--- config.mk ---
export PLATFORM = sky130hd
export DESIGN_NAME = peer_liveness_timeout_table
export DESIGN_NICKNAME = d
export VERILOG_FILES = /design/src/design/plt_pkg.sv /design/src/design/plt_ram.sv /design/src/design/plt_seq.sv /design/src/design/peer_liveness_timeout_table.sv
export VERILOG_INCLUDE_DIRS = /design/src /design/src/design
export SDC_FILE = /design/constraint.sdc
export NUM_CORES = 2
export LEC_CHECK = 0
export BUFFER_PORTS_ARGS = -buffer_cell sky130_fd_sc_hd__clkbuf_2
export CAP_MARGIN = 20
export CORE_MARGIN = 2
export CORE_UTILIZATION = 64
export CTS_BUF_LIST = sky130_fd_sc_hd__clkbuf_4 sky130_fd_sc_hd__clkbuf_8
export CTS_CLUSTER_DIAMETER = 40
export DETAILED_ROUTE_END_ITERATION = 8
export GPL_TIMING_DRIVEN = 0
export PLACE_DENSITY = 0.89
export SYNTH_ARGS = -nofsm -noshare
export SYNTH_HDL_FRONTEND = slang
export SYNTH_HIERARCHICAL = 1
export SYNTH_SLANG_ARGS = --single-unit
--- constraint.sdc ---
create_clock -name i_clk -period 14.4 [get_ports i_clk]
set_input_delay 2.88 -clock i_clk [delete_from_list [all_inputs] [get_ports i_clk]]
set_output_delay 2.88 -clock i_clk [all_outputs]
set_load 0.05 [all_outputs]
--- src/design/assert_macros.svh ---
// Assertion helpers for the design files; the top design file includes them.
`ifndef ASSERT_MACROS_SVH
`define ASSERT_MACROS_SVH

`ifndef SYNTH

// Property must hold at every clock edge out of reset.
`define PLT_ASSERT(label, clk, rst_n, prop) \
    label: assert property (@(posedge clk) disable iff (!(rst_n)) (prop)) \
        else $error("assertion failed");

// Condition must never be seen out of reset.
`define PLT_NEVER(label, clk, rst_n, cond) \
    label: assert property (@(posedge clk) disable iff (!(rst_n)) !(cond)) \
        else $error("forbidden condition seen");

`else

`define PLT_ASSERT(label, clk, rst_n, prop)
`define PLT_NEVER(label, clk, rst_n, cond)

`endif

`endif

--- src/design/plt_pkg.sv ---
package plt_pkg;

    localparam int DEPTH     = 16;
    localparam int IDX_W     = (DEPTH > 1) ? $clog2(DEPTH) : 1;
    localparam int CNT_W     = $clog2(DEPTH + 1);
    localparam int MAC_W     = 48;
    localparam int TIME_W    = 32;
    localparam int CMD_W     = 3;
    localparam int CNT_OUT_W = 5;

    localparam logic [TIME_W-1:0] TIMEOUT_RST = 32'd10000;

    typedef enum logic [CMD_W-1:0] {
        CMD_ADD   = 3'd0,
        CMD_TOUCH = 3'd1,
        CMD_QUERY = 3'd2,
        CMD_SWEEP = 3'd3,
        CMD_COUNT = 3'd4
    } t_cmd;

    typedef enum logic [3:0] {
        S_IDLE,
        S_SCAN,
        S_FIN,
        S_EMIT,
        S_SW_RD,
        S_SW_CHK,
        S_SW_REM,
        S_SW_MOVE,
        S_SW_STAMP
    } t_state;

    typedef struct packed {
        logic [CMD_W-1:0]  command;
        logic [MAC_W-1:0]  peer_mac;
        logic [TIME_W-1:0] now;
    } t_in_item;

    typedef struct packed {
        logic                 ok;
        logic [MAC_W-1:0]     removed_mac;
        logic [CNT_OUT_W-1:0] active_count;
        logic                 last;
    } t_out_item;

    // One read port and one write port, shared by the address and stamp memories.
    typedef struct packed {
        logic              rd_en;
        logic [IDX_W-1:0]  rd_idx;
        logic [IDX_W-1:0]  wr_idx;
        logic              addr_we;
        logic [MAC_W-1:0]  addr_wdata;
        logic              stamp_we;
        logic [TIME_W-1:0] stamp_wdata;
    } t_mem_req;

    typedef struct packed {
        logic             busy;
        logic [CNT_W-1:0] occ;
    } t_seq_status;

    function automatic logic [CNT_OUT_W-1:0] to_count(input logic [CNT_W-1:0] v);
        logic [CNT_W+CNT_OUT_W-1:0] wide;
        wide = {{CNT_OUT_W{1'b0}}, v};
        return wide[CNT_OUT_W-1:0];
    endfunction

endpackage

--- src/design/plt_ram.sv ---
module plt_ram #(
    parameter int DATA_W  = 32,
    parameter int ENTRIES = 16,
    parameter int IDX_W   = (ENTRIES > 1) ? $clog2(ENTRIES) : 1
) (
    input  logic              i_clk,
    input  logic              i_rd_en,
    input  logic [IDX_W-1:0]  i_rd_idx,
    output logic [DATA_W-1:0] o_rd_data,
    input  logic              i_wr_en,
    input  logic [IDX_W-1:0]  i_wr_idx,
    input  logic [DATA_W-1:0] i_wr_data
);

    logic [DATA_W-1:0] r_mem [ENTRIES];

    always_ff @(posedge i_clk) begin
        if (i_wr_en) begin
            r_mem[i_wr_idx] <= i_wr_data;
        end
    end

    always_ff @(posedge i_clk) begin
        if (i_rd_en) begin
            o_rd_data <= r_mem[i_rd_idx];
        end
    end

endmodule

--- src/design/plt_seq.sv ---
module plt_seq
    import plt_pkg::*;
(
    input  logic              i_clk,
    input  logic              i_rst_n,
    input  logic [TIME_W-1:0] i_max_timeout,
    input  logic              i_in_valid,
    output logic              o_in_ready,
    input  t_in_item          i_in_data,
    output logic              o_out_valid,
    input  logic              i_out_ready,
    output t_out_item         o_out_data,
    output t_mem_req          o_mem_req,
    input  logic [MAC_W-1:0]  i_rd_addr,
    input  logic [TIME_W-1:0] i_rd_stamp,
    output t_seq_status       o_status
);

    t_state            r_state, n_state;
    logic [CMD_W-1:0]  r_cmd, n_cmd;
    logic [MAC_W-1:0]  r_mac, n_mac;
    logic [TIME_W-1:0] r_now, n_now;
    logic [CNT_W-1:0]  r_idx, n_idx;
    logic              r_rd_vld, n_rd_vld;
    logic [IDX_W-1:0]  r_rd_idx, n_rd_idx;
    logic              r_hit, n_hit;
    logic [IDX_W-1:0]  r_pos, n_pos;
    logic [CNT_W-1:0]  r_cnt, n_cnt;
    logic [CNT_W-1:0]  r_occ, n_occ;
    logic [MAC_W-1:0]  r_gone, n_gone;
    t_out_item         r_fin, n_fin;
    logic              r_out_valid, n_out_valid;
    t_out_item         r_out_data, n_out_data;

    logic              out_free;
    logic              issue;
    logic              match;
    logic [TIME_W-1:0] elapsed;
    logic [CNT_W-1:0]  last_idx;
    logic              add_ok;

    assign out_free = !r_out_valid || i_out_ready;
    assign match    = (i_rd_addr == r_mac);
    assign elapsed  = r_now - i_rd_stamp;
    assign last_idx = r_occ - 1'b1;
    assign issue    = (r_idx < r_occ);
    assign add_ok   = !r_hit && (r_occ < CNT_W'(DEPTH));

    always_ff @(posedge i_clk) begin
        if (!i_rst_n) begin
            r_state     <= S_IDLE;
            r_occ       <= '0;
            r_rd_vld    <= 1'b0;
            r_out_valid <= 1'b0;
        end else begin
            r_state     <= n_state;
            r_occ       <= n_occ;
            r_rd_vld    <= n_rd_vld;
            r_out_valid <= n_out_valid;
        end
    end

    always_ff @(posedge i_clk) begin
        r_cmd      <= n_cmd;
        r_mac      <= n_mac;
        r_now      <= n_now;
        r_idx      <= n_idx;
        r_rd_idx   <= n_rd_idx;
        r_hit      <= n_hit;
        r_pos      <= n_pos;
        r_cnt      <= n_cnt;
        r_gone     <= n_gone;
        r_fin      <= n_fin;
        r_out_data <= n_out_data;
    end

    always_comb begin
        n_state     = r_state;
        n_cmd       = r_cmd;
        n_mac       = r_mac;
        n_now       = r_now;
        n_idx       = r_idx;
        n_rd_vld    = 1'b0;
        n_rd_idx    = r_rd_idx;
        n_hit       = r_hit;
        n_pos       = r_pos;
        n_cnt       = r_cnt;
        n_occ       = r_occ;
        n_gone      = r_gone;
        n_fin       = r_fin;
        n_out_valid = r_out_valid && !i_out_ready;
        n_out_data  = r_out_data;
        o_in_ready  = 1'b0;

        o_mem_req             = '0;
        o_mem_req.rd_idx      = r_idx[IDX_W-1:0];
        o_mem_req.wr_idx      = r_idx[IDX_W-1:0];
        o_mem_req.addr_wdata  = i_rd_addr;
        o_mem_req.stamp_wdata = i_rd_stamp;

        unique case (r_state)
            S_IDLE: begin
                o_in_ready = 1'b1;
                if (i_in_valid) begin
                    n_cmd = i_in_data.command;
                    n_mac = i_in_data.peer_mac;
                    n_now = i_in_data.now;
                    n_idx = '0;
                    n_hit = 1'b0;
                    n_pos = '0;
                    n_cnt = '0;
                    unique case (i_in_data.command) inside
                        CMD_ADD, CMD_TOUCH, CMD_QUERY, CMD_COUNT: n_state = S_SCAN;
                        CMD_SWEEP: n_state = S_SW_RD;
                        default: begin
                            n_fin      = '0;
                            n_fin.last = 1'b1;
                            n_state    = S_EMIT;
                        end
                    endcase
                end
            end

            // Stream entries through the read port, one a cycle, and judge each
            // one in the cycle after its read.
            S_SCAN: begin
                o_mem_req.rd_en = issue;
                n_rd_vld        = issue;
                n_rd_idx        = r_idx[IDX_W-1:0];
                if (issue) begin
                    n_idx = r_idx + 1'b1;
                end
                if (r_rd_vld) begin
                    unique case (r_cmd) inside
                        CMD_ADD: begin
                            if (match) n_hit = 1'b1;
                        end
                        CMD_TOUCH: begin
                            if (match && !r_hit) begin
                                n_hit = 1'b1;
                                n_pos = r_rd_idx;
                            end
                        end
                        CMD_QUERY: begin
                            if (match && elapsed <= i_max_timeout) n_hit = 1'b1;
                        end
                        default: begin
                            if (elapsed < i_max_timeout) n_cnt = r_cnt + 1'b1;
                        end
                    endcase
                end
                if (!issue && !r_rd_vld) begin
                    n_state = S_FIN;
                end
            end

            S_FIN: begin
                n_fin      = '0;
                n_fin.last = 1'b1;
                unique case (r_cmd) inside
                    CMD_ADD: begin
                        n_fin.ok = add_ok;
                        if (add_ok) begin
                            o_mem_req.wr_idx      = r_occ[IDX_W-1:0];
                            o_mem_req.addr_we     = 1'b1;
                            o_mem_req.addr_wdata  = r_mac;
                            o_mem_req.stamp_we    = 1'b1;
                            o_mem_req.stamp_wdata = r_now;
                            n_occ                 = r_occ + 1'b1;
                        end
                    end
                    CMD_TOUCH: begin
                        n_fin.ok = r_hit;
                        if (r_hit) begin
                            o_mem_req.wr_idx      = r_pos;
                            o_mem_req.stamp_we    = 1'b1;
                            o_mem_req.stamp_wdata = r_now;
                        end
                    end
                    CMD_QUERY: n_fin.ok = r_hit;
                    default:   n_fin.active_count = to_count(r_cnt);
                endcase
                n_state = S_EMIT;
            end

            S_EMIT: begin
                if (out_free) begin
                    n_out_valid = 1'b1;
                    n_out_data  = r_fin;
                    n_state     = S_IDLE;
                end
            end

            S_SW_RD: begin
                if (issue) begin
                    o_mem_req.rd_en = 1'b1;
                    n_state         = S_SW_CHK;
                end else begin
                    n_idx   = '0;
                    n_state = S_SW_STAMP;
                end
            end

            S_SW_CHK: begin
                if (elapsed > i_max_timeout) begin
                    n_gone  = i_rd_addr;
                    n_state = S_SW_REM;
                end else begin
                    n_idx   = r_idx + 1'b1;
                    n_state = S_SW_RD;
                end
            end

            // Emit the removal, then pull the last occupied entry into the gap unless it was the last.
            S_SW_REM: begin
                if (out_free) begin
                    n_out_valid             = 1'b1;
                    n_out_data              = '0;
                    n_out_data.ok           = 1'b1;
                    n_out_data.removed_mac  = r_gone;
                    if (r_idx == last_idx) begin
                        n_occ   = last_idx;
                        n_state = S_SW_RD;
                    end else begin
                        o_mem_req.rd_en  = 1'b1;
                        o_mem_req.rd_idx = last_idx[IDX_W-1:0];
                        n_state          = S_SW_MOVE;
                    end
                end
            end

            // Same index is examined again on the next read.
            S_SW_MOVE: begin
                o_mem_req.addr_we  = 1'b1;
                o_mem_req.stamp_we = 1'b1;
                n_occ              = last_idx;
                n_state            = S_SW_RD;
            end

            S_SW_STAMP: begin
                if (issue) begin
                    o_mem_req.stamp_we    = 1'b1;
                    o_mem_req.stamp_wdata = r_now;
                    n_idx                 = r_idx + 1'b1;
                end else begin
                    n_fin              = '0;
                    n_fin.ok           = 1'b1;
                    n_fin.active_count = to_count(r_occ);
                    n_fin.last         = 1'b1;
                    n_state            = S_EMIT;
                end
            end

            default: n_state = S_IDLE;
        endcase
    end

    assign o_out_valid   = r_out_valid;
    assign o_out_data    = r_out_data;
    assign o_status.busy = (r_state != S_IDLE);
    assign o_status.occ  = r_occ;

endmodule

--- src/design/peer_liveness_timeout_table.sv ---
// Channel   Signals                                   Transfer when
// input     i_in_valid / o_in_ready / i_in_data       i_in_valid & o_in_ready
// output    o_out_valid / i_out_ready / o_out_data    o_out_valid & i_out_ready
// config    i_cfg_wr_en / i_cfg_wr_data               i_cfg_wr_en
//
// Add, touch, query and count stream the occupied entries through the
// registered read port of the table memories; the result is settled in the
// finish state, loaded into the output register from the emit state, and the
// next input is taken back in idle. Sweep emits each expired entry, fills its
// slot with the last occupied entry, restamps the rest and emits the count.
// A result waiting in the output register holds the next emission; the next
// item may be taken meanwhile. Reset empties the table at once.
`include "assert_macros.svh"

module peer_liveness_timeout_table
    import plt_pkg::*;
(
    input  logic              i_clk,
    input  logic              i_rst_n,
    input  logic              i_cfg_wr_en,
    input  logic [TIME_W-1:0] i_cfg_wr_data,
    input  logic              i_in_valid,
    output logic              o_in_ready,
    input  t_in_item          i_in_data,
    output logic              o_out_valid,
    input  logic              i_out_ready,
    output t_out_item         o_out_data
);

    logic [TIME_W-1:0] r_max_timeout;
    t_mem_req          mem_req;
    t_seq_status       st;
    logic [MAC_W-1:0]  rd_addr;
    logic [TIME_W-1:0] rd_stamp;
    logic              mem_we;
    logic [CNT_W-1:0]  r_occ_prev;
    logic              occ_step_ok;

    always_ff @(posedge i_clk) begin
        if (!i_rst_n) begin
            r_max_timeout <= TIMEOUT_RST;
        end else if (i_cfg_wr_en) begin
            r_max_timeout <= i_cfg_wr_data;
        end
    end

    plt_ram #(
        .DATA_W  (MAC_W),
        .ENTRIES (DEPTH)
    ) u_addr_ram (
        .i_clk     (i_clk),
        .i_rd_en   (mem_req.rd_en),
        .i_rd_idx  (mem_req.rd_idx),
        .o_rd_data (rd_addr),
        .i_wr_en   (mem_req.addr_we),
        .i_wr_idx  (mem_req.wr_idx),
        .i_wr_data (mem_req.addr_wdata)
    );

    plt_ram #(
        .DATA_W  (TIME_W),
        .ENTRIES (DEPTH)
    ) u_stamp_ram (
        .i_clk     (i_clk),
        .i_rd_en   (mem_req.rd_en),
        .i_rd_idx  (mem_req.rd_idx),
        .o_rd_data (rd_stamp),
        .i_wr_en   (mem_req.stamp_we),
        .i_wr_idx  (mem_req.wr_idx),
        .i_wr_data (mem_req.stamp_wdata)
    );

    plt_seq u_seq (
        .i_clk         (i_clk),
        .i_rst_n       (i_rst_n),
        .i_max_timeout (r_max_timeout),
        .i_in_valid    (i_in_valid),
        .o_in_ready    (o_in_ready),
        .i_in_data     (i_in_data),
        .o_out_valid   (o_out_valid),
        .i_out_ready   (i_out_ready),
        .o_out_data    (o_out_data),
        .o_mem_req     (mem_req),
        .i_rd_addr     (rd_addr),
        .i_rd_stamp    (rd_stamp),
        .o_status      (st)
    );

    assign mem_we = mem_req.addr_we || mem_req.stamp_we;

    always_ff @(posedge i_clk) begin
        r_occ_prev <= st.occ;
    end

    // occupancy moves by at most one entry a cycle
    assign occ_step_ok = (st.occ == r_occ_prev) || (st.occ == r_occ_prev + 1'b1)
                      || (st.occ + 1'b1 == r_occ_prev);

    `PLT_NEVER(a_occ_bound, i_clk, i_rst_n, st.occ > CNT_W'(DEPTH))
    `PLT_ASSERT(a_busy_after_take, i_clk, i_rst_n, (i_in_valid && o_in_ready) |=> st.busy)
    `PLT_ASSERT(a_occ_step, i_clk, i_rst_n, $past(i_rst_n) |-> occ_step_ok)
    `PLT_NEVER(a_wr_range, i_clk, i_rst_n, mem_we && (CNT_W'(mem_req.wr_idx) >= CNT_W'(DEPTH)))

endmodule

======== Word level (Yosys, flattened, before mapping) ========
Memories as Yosys holds them, arrays and structs flattened. A register that Yosys moved wholly into a read port is not among the register bits.
Cells that the tools add are included.
operators by class
  add/subtract/negate cells ............... 5
  multipliers ............................. 0
  divide/modulo/power cells ............... 0
  $lt $le $gt $ge ......................... 5
  eq/ne operators ......................... 37
  shift-type cells ........................ 0
  muxes and demuxes ....................... 69
  bitwise gates (word level) .............. 0
  reduce and logical (&&, ||, !) cells .... 36
operator list
  operator             number
  $mux 55              5
  $pmux 55 s3          1
  $pmux 55 s2          1
  $mux 86              1
  $mux 5               14
  $mux 33              2
  $pmux 33 s2          1
  $pmux 32 s2          1
  $mux 4               13
  $mux 49              1
  $eq 48x48->1         1
  $mux 48              1
  $pmux 4 s9           1
  $gt 32x32->1         1
  $le 32x32->1         1
  $lt 32x32->1         1
  $sub 32x32->32       1
  $reduce_and 5->1     5
  $ne 2x1->1 const B   11
  $pmux 5 s4           1
  $eq 4x3->1 const B   4
  $pmux 4 s2           2
  $add 5x1->5 const B  3
  $pmux 5 s3           1
  other kinds (36)     78
word-level totals
  bits in registers ....................... 303
  latch bits .............................. 0
  memory bits (writable) .................. 1280
  ROM bits ................................ 0
  memories kept ........................... 2
memory list
  name               words  bits a word  read ports  clocked after memory_dff  wr ports  line           text
  u_addr_ram.r_mem   16     48           1           1                         1         plt_ram.sv:15  logic [DATA_W-1:0] r_mem [ENTRIES];
  u_stamp_ram.r_mem  16     32           1           1                         1         plt_ram.sv:15

======== Depth between registers and ports, before layout ========
  word-level depth ........................ 7
  depth in mapped cells ................... 19
  gate-level depth less buffers ........... 19

======== By module ========
Netlist, hierarchy kept.
modules (own cells, without submodules)
  module                       times used  cells an instance  area each (um^2)  seq. area each (um^2)
  plt_ram (u_addr_ram)         1           1242               30171.4           24503.5
  plt_ram (u_stamp_ram)        1           838                20155.6           16335.7
  plt_seq                      1           1041               12565.8           6556.3
  peer_liveness_timeout_table  1           103                1231.2            640.6

======== Worst setup path after synthesis ========
No wires, ideal clock.
  path type ............................... register to register
  start point ............................. register u_seq.r_idx[1]
  end point ............................... register u_addr_ram.o_rd_data[0], read port of u_addr_ram.r_mem (enable)
  data arrival time ....................... 9578 ps
  data required time ...................... 13664 ps
  slack ................................... 4085 ps
  cell stages (with the launch flop) ...... 8
  path buffers ............................ 0
  period minus slack after synthesis ...... 10315 ps
  path through ............................ edfxtp_1 > ha_1 > nor2b_1 > o21a_1 > o21a_1 > o21ai_2 > nand2_1 > o41ai_1
RTL lines
  element                 line           text
  from (decl)             plt_seq.sv:23  logic [CNT_W-1:0] r_idx, n_idx;
  from (signal assigned)  plt_seq.sv:67  r_idx <= n_idx;
  to (decl)               plt_ram.sv:9   output logic [DATA_W-1:0] o_rd_data,

======== Worst setup path in the final report ========
  start point ............................. register u_seq.r_now[0]
  end point ............................... register u_seq.r_idx[4] (enable)
between the ends
  cells in the longest elaborated chain, start to end .. 4
ends and longest elaborated chain
  element                            line            text
  from (decl)                        plt_seq.sv:22   logic [TIME_W-1:0] r_now, n_now;
  from (signal assigned)             plt_seq.sv:66   r_now <= n_now;
  $sub 32x32->32                     plt_seq.sv:44   assign elapsed = r_now - i_rd_stamp;
  $gt 32x32->1                       plt_seq.sv:205  if (elapsed > i_max_timeout) begin
  $ne 2x2->1 (no source line)        --
  $reduce_and 5->1 (no source line)  --
No other way between the ends.
A chain may end at the register's enable or synchronous reset.

==> results by group <==
Status
  – Status: finished, final reports clean

Synthesis
  – Post-Synth Simple-Gate Area: 3.588%
  – Dominant cell type by area after synthesis: edfxtp_1
  – Synth Cell Area: 0.06412 mm²
  – Post-Syn Area per Cell: 19.89 µm²
  – Synth Area in XOR/XNOR: 1.251%
  – Synth Area in Adders: 1.436%
  – Cell variety after synth: 84
  – Post-synth EDFFs: 1,571
  – Syn nets: 3,417
  – Asr flop ratio synth: 0%
  – Synth warnings: 6
  – Synth Flop Type: edfxtp_1
  – Cells after Synth: 3,224
  – Sequential share of the synthesized area: 74.91%
  – Mux cell area share after synthesis: 13.38%
  – Synthesis-stage register bit count: 1,614
  – Top cell type's share of synthesized area: 73.57%
  – Synth area leaders: edfxtp_1 74%, mux4_2 11%, a22oi_1 1.9%
  – Compound-cell area share of the yosys netlist: 3.746%
  – Main combinational cell family by area after synthesis: multiplexers

Die
  – Number of core rows: 116
  – Starting Density: 64.31%
  – Io pins: 177
  – Total die area: 0.1027 mm²
  – Die Wd: 320.5 µm
  – Core area: 0.09971 mm²
  – Die Height: 320.5 µm

Critical path
  – CP Capture Type: flop
  – FF-to-FF Start: u_seq/r_now[0]$_DFFE_PP_
  – Worst EP required: 14,970 ps
  – WP data arrival: 7220 ps
  – R2r endpoint: u_seq/r_idx[4]$_SDFFCE_PN0P_
  – Setup crit start: u_seq/r_now[0]$_DFFE_PP_
  – Setup Crit Path Kind: flop to flop
  – Worst Path Max Fanout: 50
  – Reg2Reg Setup Slack: 7750 ps
  – Worst reg-to-reg path cell count: 20
  – Crit path capture: u_seq/r_idx[4]$_SDFFCE_PN0P_
  – Critical Path Start Type: flop

Drt
  – Via count: 37,720
  – Drt first pass iters: 9
  – Total DRC errors in the routed layout: 0
  – WL per Instance: 35.05 µm
  – Routed WL: 183,700 µm
  – Post-DRT Antenna Nets: 0
  – Via/cell ratio: 7.198
  – Initial DRC Count: 6,702

STA
  – Total negative setup slack: 0 ps
  – Worst slew pin tran: 1175 ps
  – Period Utilization, post-route: 46.20%
  – Slew Limit Fails: 0
  – Fin. Hold Viols: 0
  – Final setup viols: 0
  – Min Hold Slack: 494.3 ps
  – Max Clock Skew: 75.62 ps
  – Period minus WS final: 6653 ps
  – Rel. slew slack: 21.14%
  – Fmax: 0.1503 GHz
  – Unrepaired setup endpoints after global routing: false

Run
  – Max Cap Violations: 0

Clocking
  – Clk sinks: 1,614
  – Clock latency on the worst-skew pair: 970 ps
  – TritonCTS clock tree: built
  – H-tree levels: 4
  – Hold_buf cts: 0
  – Clock transition at path regs: 70 ps
  – CTS buffer count: 239
  – Clock Tree Root: clkbuf_8
  – Post-CTS Setup Repair Bufs: 0
  – PostCTS Resize Cnt: 0
  – Clk buf depth: 3

Global routing
  – Vias in the first global route: 38,050
  – Largest net degree at the start of global routing: 51
  – Tot GR Track Use: 36.02%
  – Overflow after GRT: 0
  – Antenna violations before repair: 7
  – First-pass GRT wire length: 260,400 µm

Pwr
  – Overall power: 14,200 µW
  – Pwr dens: 194.4 mW/mm²
  – Leakage power total: 0.02453 µW
  – Max IR drop VDD: 0.0001290 V

Finish
  – Number of fill cells in the layout: 4,841
  – Post-route insts no fill: 5,240
  – Share of layout cells above drive strength 1: 29.84%
  – Utilization after layout: 73.27%
  – Nets: 3,927
  – Synth-to-Final Area Change: 13.93%

Placed design
  – IO Port Bufs: 175
  – Routability cong.: 0.8879
  – Inst Count DP: 4,791
  – DP Wirelength: 110,100 µm

Worst hold path
  – Hold crit path type: flop to flop
==> report_power, final <==
| part | total [µW] | leakage (µW) | switching, µW | internal [µW] |
|---|---|---|---|---|
| clock | 3700 | 0.00249 | 1820 | 1870 |
| combinational | 4460 | 0.00747 | 2820 | 1630 |
| sequential | 6050 | 0.0146 | 201 | 5850 |
==> flip-flops by register name (all words and copies together), names as in the netlist <==
register,cells
u_addr_ram/r_mem,768
r_max_timeout,32
u_seq/r_gone,48
u_seq/r_hit,1
u_seq/r_rd_vld,1
u_seq/r_state,4
u_seq/r_pos,4
u_seq/r_idx,5
u_seq/r_rd_idx,4
u_seq/r_cmd,3
u_seq/r_fin,6
u_seq/o_out_data,55
u_stamp_ram/r_mem,512
u_seq/r_mac,48
u_seq/r_now,32
u_stamp_ram/o_rd_data,32
u_seq/r_cnt,5
u_addr_ram/o_rd_data,48
u_seq/r_occ,5
u_seq/o_out_valid,1
==> area by class of cell <==
class | count | area, µm² | area share (%)
Sequential cell | 1614 | 48040 | 65.75
Multi-Input combinational cell | 1378 | 15250 | 20.87
Clock buffer | 315 | 3872 | 5.301
Timing Repair Buffer | 269 | 2356 | 3.225
Tap cell | 1298 | 1624 | 2.223
Clock inverter | 126 | 818.3 | 1.120
Buffer | 141 | 740.7 | 1.014
Inverter | 91 | 341.6 | 0.4676
Antenna cell | 8 | 20.02 | 0.02740
==> worst min-delay path by stage <==
| stage | from | endpoint | slack [ps] | cells past startpoint |
|---|---|---|---|---|
| detailed placement | u_seq/r_idx[2]$_SDFFCE_PN0P_ | u_seq/r_rd_idx[2]$_DFFE_PP_ | 490 | 0 |
| CTS | u_seq/r_fin[54]$_DFFE_PP_ | u_seq/o_out_data[54]$_SDFFCE_PP1P_ | 510 | 1 |
| global route | u_seq/r_fin[54]$_DFFE_PP_ | u_seq/o_out_data[54]$_SDFFCE_PP1P_ | 530 | 1 |
| finish | u_seq/r_gone[42]$_DFFE_PP_ | u_seq/o_out_data[48]$_SDFFCE_PN0P_ | 490 | 1 |
| global placement | u_seq/r_idx[2]$_SDFFCE_PN0P_ | u_seq/r_rd_idx[2]$_DFFE_PP_ | 460 | 0 |
| floorplan | r_max_timeout[10]$_SDFFE_PN1P_ | r_max_timeout[10]$_SDFFE_PN1P_ | 440 | 2 |
==> cell families after synthesis <==
| group | after synthesis |
|---|---|
| AOI/OAI and AO/OA | 340 |
| xor gates and xnor gates | 89 |
| adders and majority gates | 73 |
| buffers and inverters | 232 |
| DFF | 1614 |
| muxes | 436 |
| and+or+nand+nor | 440 |
==> cell usage after synthesis, drive strengths merged (55+ instances only) <==
cell	count
nand2	133
mux2	82
and2	63
a21oi	55
ha	72
clkbuf	55
nor2	72
mux4	320
edfxtp	1571
xnor2	72
a22oi	165
buf	86
inv	91
==> placed cells by master (no fill, tap or decap), types with 29 or more instances in the layout <==
master and n:
a21oi_1 53, a22oi_1 165, and2_1 61, buf_4 43, buf_6 39, clkbuf_1 55
clkbuf_2 175, clkbuf_4 74, clkbuf_8 241, clkinv_1 58, clkinv_2 38, dfxtp_1 43
edfxtp_1 1571, ha_1 72, inv_1 90, mux2_2 48, mux2_4 29, mux2i_1 34
mux4_2 320, nand2_1 131, nor2_1 44, nor2b_1 39, xnor2_1 70
==> layer usage <==
layer,vias to the layer above,global-route usage [%],wire length (µm)
li1,14210,-,-
met1,18360,43.58,56260
met2,4174,56.87,86460
met3,975,10.72,26550
met4,0,23.70,14390
met5,-,0,0
==> worst max-delay path, stage by stage, from the launching register on <==
cell	delay, ps
edfxtp_1	520
inv_1	120
ha_1	180
inv_1	80
fa_1	480
a211oi_1	320
o21bai_1	160
nand3_1	260
a21oi_1	220
a21oi_2	330
o21ai_1	130
xor2_1	170
ha_1	310
nand4_1	160
nor4_2	750
nand4_1	460
and3_1	340
o31ai_1	130
nand2_4	110
buf_16	230
a211oi_1	720
==> metrics by stage <==
stage / area [µm²] / worst slack [ps]
floorplan: 64120 / 4085
global placement: 66620 / -5032
detailed placement: 68340 / 7983
CTS: 73040 / 7910
global route: 73050 / 7607
finish: 73060 / 7747
No activity file was read; power rests on OpenSTA's default activity.
